## src/rtl/olt_pkg.sv

```systemverilog
// ----------------------------------------------------------------------------
// olt_pkg: shared types and constants for the opcode length table framer
// Field widths, register indexes, result kinds and the structs that pass
// configuration and decode status between modules.
// ----------------------------------------------------------------------------
package olt_pkg;

  localparam int BYTE_W         = 8;
  localparam int LEN_W          = 4;
  localparam int PAY_W          = 64;
  localparam int LANES          = PAY_W / BYTE_W;
  localparam int LANE_IDX_W     = $clog2(LANES);
  localparam int NUM_ENTRY_REGS = 6;
  localparam int CFG_IDX_W      = 3;
  localparam int CFG_DATA_W     = 13;

  // register indexes on the configuration port
  localparam logic [CFG_IDX_W-1:0] REG_REFRESH    = 3'd0;
  localparam logic [CFG_IDX_W-1:0] REG_DISCONNECT = 3'd1;
  localparam logic [CFG_IDX_W-1:0] REG_ENTRY0     = 3'd2;

  localparam logic [BYTE_W-1:0] REFRESH_RST    = 8'd254;
  localparam logic [BYTE_W-1:0] DISCONNECT_RST = 8'd253;

  typedef enum logic [1:0] {
    KIND_INSTR      = 2'd0,
    KIND_REFRESH    = 2'd1,
    KIND_DISCONNECT = 2'd2
  } olt_kind_t;

  // same bit layout as the table register: valid, opcode, length
  typedef struct packed {
    logic              valid;
    logic [BYTE_W-1:0] opcode;
    logic [LEN_W-1:0]  len;
  } olt_entry_t;

  typedef struct packed {
    logic [BYTE_W-1:0]                  refresh_code;
    logic [BYTE_W-1:0]                  disconnect_code;
    olt_entry_t [NUM_ENTRY_REGS-1:0]    entries;
  } olt_cfg_t;

  typedef struct packed {
    logic             refresh;
    logic             disconnect;
    logic             hit;
    logic [LEN_W-1:0] len;
  } olt_dec_t;

endpackage

```

## src/rtl/olt_byte_if.sv

```systemverilog
// ----------------------------------------------------------------------------
// olt_byte_if: received byte channel
// Valid/ready channel carrying one link byte per transfer.
// ----------------------------------------------------------------------------
interface olt_byte_if;
  logic                        valid;
  logic                        ready;
  logic [olt_pkg::BYTE_W-1:0]  data_byte;

  modport source (output valid, output data_byte, input ready);
  modport sink   (input valid, input data_byte, output ready);
endinterface

```

## src/rtl/olt_result_if.sv

```systemverilog
// ----------------------------------------------------------------------------
// olt_result_if: framer result channel
// Valid/ready channel carrying one event or completed instruction.
// ----------------------------------------------------------------------------
interface olt_result_if;
  logic                        valid;
  logic                        ready;
  olt_pkg::olt_kind_t          kind;
  logic [olt_pkg::BYTE_W-1:0]  opcode;
  logic [olt_pkg::LEN_W-1:0]   payload_len;
  logic [olt_pkg::PAY_W-1:0]   payload;

  modport source (output valid, output kind, output opcode, output payload_len,
                  output payload, input ready);
  modport sink   (input valid, input kind, input opcode, input payload_len,
                  input payload, output ready);
endinterface

```

## src/rtl/olt_cfg_regs.sv

```systemverilog
// ----------------------------------------------------------------------------
// olt_cfg_regs: configuration register file
// Event codes and opcode table entries, written through a plain write port.
// ----------------------------------------------------------------------------
module olt_cfg_regs (
  input  logic                             clk,
  input  logic                             rst_n,
  input  logic                             cfg_we,
  input  logic [olt_pkg::CFG_IDX_W-1:0]    cfg_index,
  input  logic [olt_pkg::CFG_DATA_W-1:0]   cfg_wdata,
  output olt_pkg::olt_cfg_t                cfg
);
  import olt_pkg::*;

  olt_cfg_t cfg_r;

  always_ff @(posedge clk) begin
    if (!rst_n) begin
      cfg_r.refresh_code    <= REFRESH_RST;
      cfg_r.disconnect_code <= DISCONNECT_RST;
      cfg_r.entries         <= '0;
    end else if (cfg_we) begin
      if (cfg_index == REG_REFRESH) begin
        cfg_r.refresh_code <= cfg_wdata[BYTE_W-1:0];
      end
      if (cfg_index == REG_DISCONNECT) begin
        cfg_r.disconnect_code <= cfg_wdata[BYTE_W-1:0];
      end
      for (int i = 0; i < NUM_ENTRY_REGS; i++) begin
        if (cfg_index == CFG_IDX_W'(REG_ENTRY0 + i)) begin
          cfg_r.entries[i] <= cfg_wdata;
        end
      end
    end
  end

  assign cfg = cfg_r;

endmodule

```

## src/rtl/olt_match.sv

```systemverilog
// ----------------------------------------------------------------------------
// olt_match: idle byte decoder
// Compares a byte against the event codes and the opcode table in parallel.
// ----------------------------------------------------------------------------
module olt_match #(
  parameter int MAX_PAYLOAD   = 8,
  parameter int TABLE_ENTRIES = 6
) (
  input  logic [olt_pkg::BYTE_W-1:0]  data_byte,
  input  olt_pkg::olt_cfg_t           cfg,
  output olt_pkg::olt_dec_t           dec
);
  import olt_pkg::*;

  logic             hit;
  logic [LEN_W-1:0] raw_len;

  // descending scan so the lowest matching entry wins
  always_comb begin
    hit     = 1'b0;
    raw_len = '0;
    for (int i = TABLE_ENTRIES - 1; i >= 0; i--) begin
      if (cfg.entries[i].valid && cfg.entries[i].opcode == data_byte) begin
        hit     = 1'b1;
        raw_len = cfg.entries[i].len;
      end
    end
  end

  always_comb begin
    dec.refresh    = (data_byte == cfg.refresh_code);
    dec.disconnect = (data_byte == cfg.disconnect_code);
    dec.hit        = hit;
    dec.len        = (raw_len > LEN_W'(MAX_PAYLOAD)) ? LEN_W'(MAX_PAYLOAD) : raw_len;
  end

endmodule

```

## src/rtl/opcode_length_table_framer.sv

```systemverilog
// ----------------------------------------------------------------------------
// opcode_length_table_framer: link byte framer with a configurable opcode table
// Turns a byte stream into event results and framed instructions.
// ----------------------------------------------------------------------------
// Usage:
//   in_byte carries one received byte per transfer. out_result carries
//   refresh/disconnect events and completed instructions (opcode, length,
//   payload with the first byte in bits 7:0). Bytes that cause no result
//   (unknown opcodes, opcodes that open a payload, payload bytes before the last) give no transfer.
//   The cfg_ port writes the event codes and the six table entries; write
//   only while no byte is in flight.
//   Path: the byte that completes a result passes through the input
//   register, then the result register.
//   Throughput: one byte per cycle while in_byte.ready is high; the single
//   pass through the event compare, table compare and lane merge sets that figure.
//   When the receiver stalls, a result waits in the result register while
//   bytes that cause no result keep flowing; in_byte.ready drops only when
//   a byte that would give a result meets a full result register.
//   Reset (rst_n low, synchronous) empties both registers, returns the
//   framer to idle and loads the register reset values.
// ----------------------------------------------------------------------------
module opcode_length_table_framer #(
  parameter int MAX_PAYLOAD   = 8,
  parameter int TABLE_ENTRIES = 6
) (
  input  logic                             clk,
  input  logic                             rst_n,
  olt_byte_if.sink                         in_byte,
  olt_result_if.source                     out_result,
  input  logic                             cfg_we,
  input  logic [olt_pkg::CFG_IDX_W-1:0]    cfg_index,
  input  logic [olt_pkg::CFG_DATA_W-1:0]   cfg_wdata
);
  import olt_pkg::*;

  olt_cfg_t cfg;
  olt_dec_t dec;

  // input register
  logic              in_q_valid_r;
  logic [BYTE_W-1:0] in_q_byte_r;

  // framing state
  logic              collecting_r,  collecting_nxt;
  logic [BYTE_W-1:0] cur_opcode_r,  cur_opcode_nxt;
  logic [LEN_W-1:0]  needed_r,      needed_nxt;
  logic [LEN_W-1:0]  remaining_r,   remaining_nxt;
  logic [PAY_W-1:0]  store_r,       store_nxt;

  // result register
  logic              out_valid_r;
  olt_kind_t         out_kind_r;
  logic [BYTE_W-1:0] out_opcode_r;
  logic [LEN_W-1:0]  out_len_r;
  logic [PAY_W-1:0]  out_payload_r;

  logic              emit;
  olt_kind_t         res_kind;
  logic [BYTE_W-1:0] res_opcode;
  logic [LEN_W-1:0]  res_len;
  logic [PAY_W-1:0]  res_payload;
  logic [LEN_W-1:0]  rem_dec;
  logic [LANE_IDX_W-1:0] pos;
  logic              out_free;
  logic              proc_fire;
  logic              in_ready;

  olt_cfg_regs u_cfg_regs (
    .clk       (clk),
    .rst_n     (rst_n),
    .cfg_we    (cfg_we),
    .cfg_index (cfg_index),
    .cfg_wdata (cfg_wdata),
    .cfg       (cfg)
  );

  olt_match #(
    .MAX_PAYLOAD   (MAX_PAYLOAD),
    .TABLE_ENTRIES (TABLE_ENTRIES)
  ) u_match (
    .data_byte (in_q_byte_r),
    .cfg       (cfg),
    .dec       (dec)
  );

  always_comb begin
    emit           = 1'b0;
    res_kind       = KIND_INSTR;
    res_opcode     = '0;
    res_len        = '0;
    res_payload    = '0;
    collecting_nxt = collecting_r;
    cur_opcode_nxt = cur_opcode_r;
    needed_nxt     = needed_r;
    remaining_nxt  = remaining_r;
    store_nxt      = store_r;
    rem_dec        = remaining_r - LEN_W'(1);
    pos            = LANE_IDX_W'(needed_r - remaining_r);

    if (!collecting_r) begin
      if (dec.refresh) begin
        emit     = 1'b1;
        res_kind = KIND_REFRESH;
      end else if (dec.disconnect) begin
        emit     = 1'b1;
        res_kind = KIND_DISCONNECT;
      end else if (dec.hit) begin
        if (dec.len == '0) begin
          emit       = 1'b1;
          res_opcode = in_q_byte_r;
        end else begin
          collecting_nxt = 1'b1;
          cur_opcode_nxt = in_q_byte_r;
          needed_nxt     = dec.len;
          remaining_nxt  = dec.len;
          store_nxt      = '0;
        end
      end
    end else begin
      for (int k = 0; k < MAX_PAYLOAD; k++) begin
        if (pos == LANE_IDX_W'(k)) begin
          store_nxt[k*BYTE_W +: BYTE_W] = store_r[k*BYTE_W +: BYTE_W] | in_q_byte_r;
        end
      end
      remaining_nxt = rem_dec;
      if (rem_dec == '0) begin
        emit           = 1'b1;
        res_opcode     = cur_opcode_r;
        res_len        = needed_r;
        res_payload    = store_nxt;
        collecting_nxt = 1'b0;
      end
    end
  end

  assign out_free  = !out_valid_r || out_result.ready;
  assign proc_fire = in_q_valid_r && (!emit || out_free);
  assign in_ready  = !in_q_valid_r || proc_fire;

  always_ff @(posedge clk) begin
    if (!rst_n) begin
      in_q_valid_r <= 1'b0;
      collecting_r <= 1'b0;
      cur_opcode_r <= '0;
      needed_r     <= '0;
      remaining_r  <= '0;
      store_r      <= '0;
      out_valid_r  <= 1'b0;
    end else begin
      if (in_ready) begin
        in_q_valid_r <= in_byte.valid;
      end
      if (proc_fire) begin
        collecting_r <= collecting_nxt;
        cur_opcode_r <= cur_opcode_nxt;
        needed_r     <= needed_nxt;
        remaining_r  <= remaining_nxt;
        store_r      <= store_nxt;
      end
      if (out_free) begin
        out_valid_r <= proc_fire && emit;
      end
    end
  end

  // payload registers, no reset
  always_ff @(posedge clk) begin
    if (in_ready && in_byte.valid) begin
      in_q_byte_r <= in_byte.data_byte;
    end
    if (proc_fire && emit) begin
      out_kind_r    <= res_kind;
      out_opcode_r  <= res_opcode;
      out_len_r     <= res_len;
      out_payload_r <= res_payload;
    end
  end

  assign in_byte.ready          = in_ready;
  assign out_result.valid       = out_valid_r;
  assign out_result.kind        = out_kind_r;
  assign out_result.opcode      = out_opcode_r;
  assign out_result.payload_len = out_len_r;
  assign out_result.payload     = out_payload_r;

`ifndef SYNTHESIS
  a_remaining_range: assert property (@(posedge clk) disable iff (!rst_n)
    collecting_r |-> (remaining_r != '0 && remaining_r <= needed_r))
    else $error("remaining count out of range while collecting");

  a_needed_clipped: assert property (@(posedge clk) disable iff (!rst_n)
    collecting_r |-> (needed_r <= LEN_W'(MAX_PAYLOAD)))
    else $error("needed count above payload limit");

  a_last_byte_ends: assert property (@(posedge clk) disable iff (!rst_n)
    (proc_fire && collecting_r && remaining_r == LEN_W'(1))
      |=> (!collecting_r && out_valid_r && out_kind_r == KIND_INSTR))
    else $error("last payload byte did not complete the instruction");

  a_no_overwrite: assert property (@(posedge clk) disable iff (!rst_n)
    (out_valid_r && !out_result.ready) |-> !(proc_fire && emit))
    else $error("pending result overwritten");
`endif

endmodule

```

## src/flat_wrapper.sv

```systemverilog
// flat-port wrapper written by rule: the top's interface ports become plain ports
module opcode_length_table_framer_flat import olt_pkg::*;
#(
  parameter int MAX_PAYLOAD   = 8,
  parameter int TABLE_ENTRIES = 6
)
  (clk, rst_n, cfg_we, cfg_index, cfg_wdata, in_byte_valid, in_byte_data_byte, in_byte_ready, out_result_valid, out_result_kind, out_result_opcode, out_result_payload_len, out_result_payload, out_result_ready);
  olt_byte_if in_byte_i ();
  olt_result_if out_result_i ();
  input  logic clk;
  input  logic rst_n;
  input  logic cfg_we;
  input  logic [olt_pkg::CFG_IDX_W-1:0] cfg_index;
  input  logic [olt_pkg::CFG_DATA_W-1:0] cfg_wdata;
  input wire logic [$bits(in_byte_i.valid)-1:0] in_byte_valid;
  input wire logic [$bits(in_byte_i.data_byte)-1:0] in_byte_data_byte;
  output wire logic [$bits(in_byte_i.ready)-1:0] in_byte_ready;
  output wire logic [$bits(out_result_i.valid)-1:0] out_result_valid;
  output wire logic [$bits(out_result_i.kind)-1:0] out_result_kind;
  output wire logic [$bits(out_result_i.opcode)-1:0] out_result_opcode;
  output wire logic [$bits(out_result_i.payload_len)-1:0] out_result_payload_len;
  output wire logic [$bits(out_result_i.payload)-1:0] out_result_payload;
  input wire logic [$bits(out_result_i.ready)-1:0] out_result_ready;
  assign in_byte_i.valid = in_byte_valid;
  assign in_byte_i.data_byte = in_byte_data_byte;
  assign in_byte_ready = in_byte_i.ready;
  assign out_result_valid = out_result_i.valid;
  assign out_result_kind = out_result_i.kind;
  assign out_result_opcode = out_result_i.opcode;
  assign out_result_payload_len = out_result_i.payload_len;
  assign out_result_payload = out_result_i.payload;
  assign out_result_i.ready = out_result_ready;
  opcode_length_table_framer #(.MAX_PAYLOAD(MAX_PAYLOAD), .TABLE_ENTRIES(TABLE_ENTRIES)) u_core (.clk(clk), .rst_n(rst_n), .in_byte(in_byte_i), .out_result(out_result_i), .cfg_we(cfg_we), .cfg_index(cfg_index), .cfg_wdata(cfg_wdata));
endmodule
```

## config.mk

```make
export PLATFORM = sky130hd
export DESIGN_NAME = opcode_length_table_framer_flat
export DESIGN_NICKNAME = d
export VERILOG_FILES = /design/src/rtl/olt_pkg.sv /design/src/rtl/olt_byte_if.sv /design/src/rtl/olt_result_if.sv /design/src/rtl/olt_cfg_regs.sv /design/src/rtl/olt_match.sv /design/src/rtl/opcode_length_table_framer.sv /design/src/flat_wrapper.sv
export SDC_FILE = /design/constraint.sdc
export NUM_CORES = 1
export LEC_CHECK = 0
export BUFFER_PORTS_ARGS = -buffer_cell sky130_fd_sc_hd__buf_2
export CAP_MARGIN = 15
export CORE_ASPECT_RATIO = 1.1
export CORE_MARGIN = 3
export CORE_UTILIZATION = 48
export CTS_CLUSTER_DIAMETER = 50
export DETAILED_ROUTE_END_ITERATION = 7
export PLACE_DENSITY = 0.67
export SLEW_MARGIN = 25
export SYNTH_ARGS = -nofsm -noshare
export SYNTH_HDL_FRONTEND = slang
export SYNTH_SLANG_ARGS = --single-unit
```

## constraint.sdc

```tcl
create_clock -name clk -period 6.5 [get_ports clk]
set_clock_uncertainty 0.2 [all_clocks]
set_input_delay 0.325 -clock clk [delete_from_list [all_inputs] [get_ports clk]]
set_output_delay 0.325 -clock clk [all_outputs]
set_load 0.05 [all_outputs]
```

==> impl_metrics.py <==
metrics = {
    "status": {
        "outcome": "completed",
    },
    "final_layout": {
        "antenna_cells": 0,
        "final_nets": 1256,
        "design_area_mm2": 0.0128,
        "post-route-util_pct": 57.4,
        "drive_gt1_share_pct": 15.1,
        "multi_input_area_mm2": 0.00445,
        "fillers": 1959,
        "area_delta_synth_final_pct": 16.4,
        "seq_area_mm2": 0.00613,
    },
    "place": {
        "port_buffers": 108,
        "place_area_mm2": 0.0116,
        "gp_congestion": 0.889,
        "hpwl_um": 18500,
    },
    "yosys": {
        "ys_seq_area_share_pct": 55.7,
        "synth-edff-count": 86,
        "synth_top_cell_by_area": "dfxtp_1",
        "syn_nets": 1156,
        "synth_seq_cells": 263,
        "yosys_warnings": 0,
        "syn_area_mm2": 0.0110,
        "async_reset_ff_share_pct": 0,
        "synth.avg_cell_area_um2": 9.80,
        "yosysMostFrequentCell": "nand2_1",
        "synthCells": 1123,
        "synth_area_leaders": "dfxtp_1, edfxtp_1, nand2_1, a21oi_1, o2bb2ai_1",
        "synth_commonest_cells": "nand2_1, dfxtp_1, a21oi_1, nor2_1, edfxtp_1",
        "netlist.area_leader.share_pct": 32.2,
        "ys.flop_type": "dfxtp_1",
        "synthDistinctLibCells": 68,
    },
    "power_and_ir_drop": {
        "p_int_w": 0.00273,
        "p_sw_w": 0.000791,
        "ir_drop_mv": 0.229,
        "leakage_nw": 4.77,
        "switching_share_pct": 22.5,
        "powerDensity_mw_per_mm2": 275,
        "p_comb_share_pct": 4.3,
        "p_seq_share_pct": 49.7,
        "clockPowerShare_pct": 46.0,
    },
    "floorplanning": {
        "start_util_pct": 49.3,
        "die_h_um": 165,
        "num_io_pins": 109,
        "die_w_um": 150,
        "num_rows": 57,
        "core_mm2": 0.0223,
        "die-area_mm2": 0.0248,
    },
    "setup_path": {
        "critPathMaxStageDelay_ns": 1.10,
        "crit_path_cell_trace": "xnor2_1, nand3_1, nor3_2, nor2_1, a221oi_1, o21ai_0, buf_4, nor3_1, a21o_1, and2_4, buf_4",
        "cp_max_fo": 51,
        "worstPathBufferInverterCount": 2,
        "ff2ff_setup_slack_ns": 1.75,
        "regToRegStartpoint": "u_core.in_q_byte_r[4]",
        "arrival_ns": 4.80,
        "crit_required_ns": 6.55,
        "critical_path_depth": 11,
        "r2r_cells": 11,
        "crit_type": "flip-flop to flip-flop",
        "critPathSlowestCell": "edfxtp_1",
        "crit_path_start_kind": "flip-flop",
        "critPathTopFamily": "simple AND/OR/NAND/NOR gates",
        "cp-endpoint": "u_core.out_result.payload[28]",
        "startpoint": "u_core.in_q_byte_r[4]",
        "end_kind": "flip-flop",
        "r2r-end": "u_core.out_result.payload[28]",
        "critPathMostFrequentCell": "buf_4",
    },
    "global_route": {
        "grt_overflow": 0,
        "grt_pass1_wl_um": 44000,
        "grt_use_total_pct": 22.4,
        "grt_max_degree": 68,
        "antenna_found_initial": 0,
        "grt_pass1_vias": 8085,
    },
    "clock_tree": {
        "cts_buffers": 28,
        "clock-root-buffer": "clkbuf_16",
        "clockBufferDepth": 3,
        "clk_pin_slew_worst_paths_ns": 0.06,
        "post_cts_buffers": 0,
        "clk_latency_ns": 0.56,
        "cts_sinks": 263,
        "h-tree-depth": 1,
        "cts_tree": "built",
    },
    "sta": {
        "tightest_slew_ns": 1.13,
        "period_share_pct": 73.1,
        "final-hold-violation-count": 0,
        "slew_headroom_pct": 24.6,
        "min_period_ns": 4.75,
        "finalMaxSlewViolations": 0,
        "setup-violations-final": 0,
        "rsz0062_at_grt": "no",
        "setup_tns_ns": 0,
        "fmax_mhz": 211,
    },
    "routing": {
        "drc": 0,
        "first_pass_iters": 5,
        "vias": 8551,
        "first_iter_violations": 561,
        "antenna_left": 0,
        "post_drt_wl_per_cell_um": 18.3,
        "wirelength_um": 28200,
        "viasPerCell": 5.56,
    },
    "hold_path": {
        "hold_path.class": "primary input to flip-flop",
    },
    "run": {
        "cap_violations": 0,
    },
}
-- cells by family (layout without fill, tap and decap cells) --
group	Yosys count	after routing	synth area share (%)
XOR/XNOR	69	69	5.97
AND/OR/NAND/NOR	432	432	17.3
AO/OA/AOI/OAI	263	263	15.5
multiplexers	10	10	0.910
adder cells (fa/ha/maj)	4	4	0.523
flip-flops	263	263	55.7
buffers and inverters	82	203	4.11
-- registers in the layout (all words and copies together) (netlist names), 2 cells and up --
| name | flops |
|---|---|
| u_core.out_result.payload | 64 |
| u_core.needed_r | 4 |
| u_core.u_cfg_regs.cfg | 94 |
| u_core.in_q_byte_r | 8 |
| u_core.out_result.kind | 2 |
| u_core.cur_opcode_r | 8 |
| u_core.out_result.payload_len | 4 |
| u_core.out_result.opcode | 8 |
| u_core.store_r | 64 |
| u_core.remaining_r | 4 |
-- cell usage in the layout (no fill, tap or decap), drive strengths merged, types with 2 or more instances in the layout --
master / Yosys / final
ha: 3 / 3
and3: 2 / 2
edfxtp: 86 / 86
and2: 10 / 10
nand4: 7 / 7
nand2b: 6 / 6
nand2: 230 / 230
o21ai: 6 / 6
nor2b: 5 / 5
o2bb2ai: 64 / 64
buf: 18 / 116
bufinv: 0 / 3
a211oi: 3 / 3
xor2: 31 / 31
a22o: 9 / 9
nor3b: 2 / 2
xnor2: 38 / 38
a21o: 3 / 3
a21oi: 159 / 159
a311oi: 4 / 4
o211ai: 2 / 2
inv: 12 / 14
dlygate4sd3: 0 / 23
or4b: 2 / 2
nand3b: 2 / 2
clkbuf: 51 / 37
clkinv: 1 / 9
o31ai: 4 / 4
a21boi: 2 / 2
mux2i: 10 / 10
nor3: 16 / 16
nor2: 99 / 99
dfxtp: 177 / 177
nand3: 31 / 31
nor4: 12 / 12
-- worst min path at each step --
stage	start	slack, ns	endpoint	cells past startpoint
2_1_floorplan	in_byte_data_byte[0]	0.22	u_core.in_q_byte_r[0]	0
3_3_place_gp	u_core.needed_r[3]	0.24	u_core.needed_r[3]	2
3_5_place_dp	u_core.needed_r[3]	0.25	u_core.needed_r[3]	2
4_1_cts	rst_n	0.04	u_core.u_cfg_regs.cfg[89]	2
5_1_grt	rst_n	0.06	u_core.u_cfg_regs.cfg[93]	2
6_report	rst_n	0.05	u_core.u_cfg_regs.cfg[90]	2
-- power by group through the flow --
stage	Combinational [W]	Clock [W]	Sequential, W
final	0.000153	0.00162	0.00175
after global routing	0.000166	0.00171	0.00175
after CTS	0.000146	0.00164	0.00175
after detailed placement	0.000135	0	0.00179
after global placement	0.000128	0	0.00179
after floorplan	0.000128	0	0.00175
-- area by class of cell --
class,count,share of cell area (%)
clock buffer,37,6.05
tap,295,2.88
timing repair buffer,139,6.70
sequential,263,47.8
inverter,13,0.381
multi-input combinational,778,34.7
clock inverter,14,1.41
-- metrics by stage --
| stage | power [W] | hold slack, ns | setup WS [ns] | cells |
|---|---|---|---|---|
| 2_1_floorplan | 0.00188 | 0.224 | 1.70 | 1123 |
| 3_3_place_gp | 0.00192 | 0.241 | 1.88 | 1463 |
| 3_5_place_dp | 0.00192 | 0.246 | 1.77 | 1464 |
| 4_1_cts | 0.00354 | 0.0373 | 1.76 | 1538 |
| 5_1_grt | 0.00363 | 0.0572 | 1.38 | 1539 |
| 6_report | 0.00352 | 0.0521 | 1.75 | 1539 |
-- per-layer routing --
layer | part of all wire [%] | GRT usage, % | vias up
li1 | - | - | 4110
met1 | 45 | 32.1 | 4101
met2 | 46 | 35.7 | 306
met3 | 6.8 | 3.10 | 34
met4 | 2.0 | 6.28 | 0
met5 | 0 | 0 | -
-- repair_timing --
action                                 4_1_cts  5_1_grt
hold buffers                                23        0
endpoints found under the hold margin      103        0
gates resized for setup                      0        0
No activity file was read; power rests on OpenSTA's default activity.
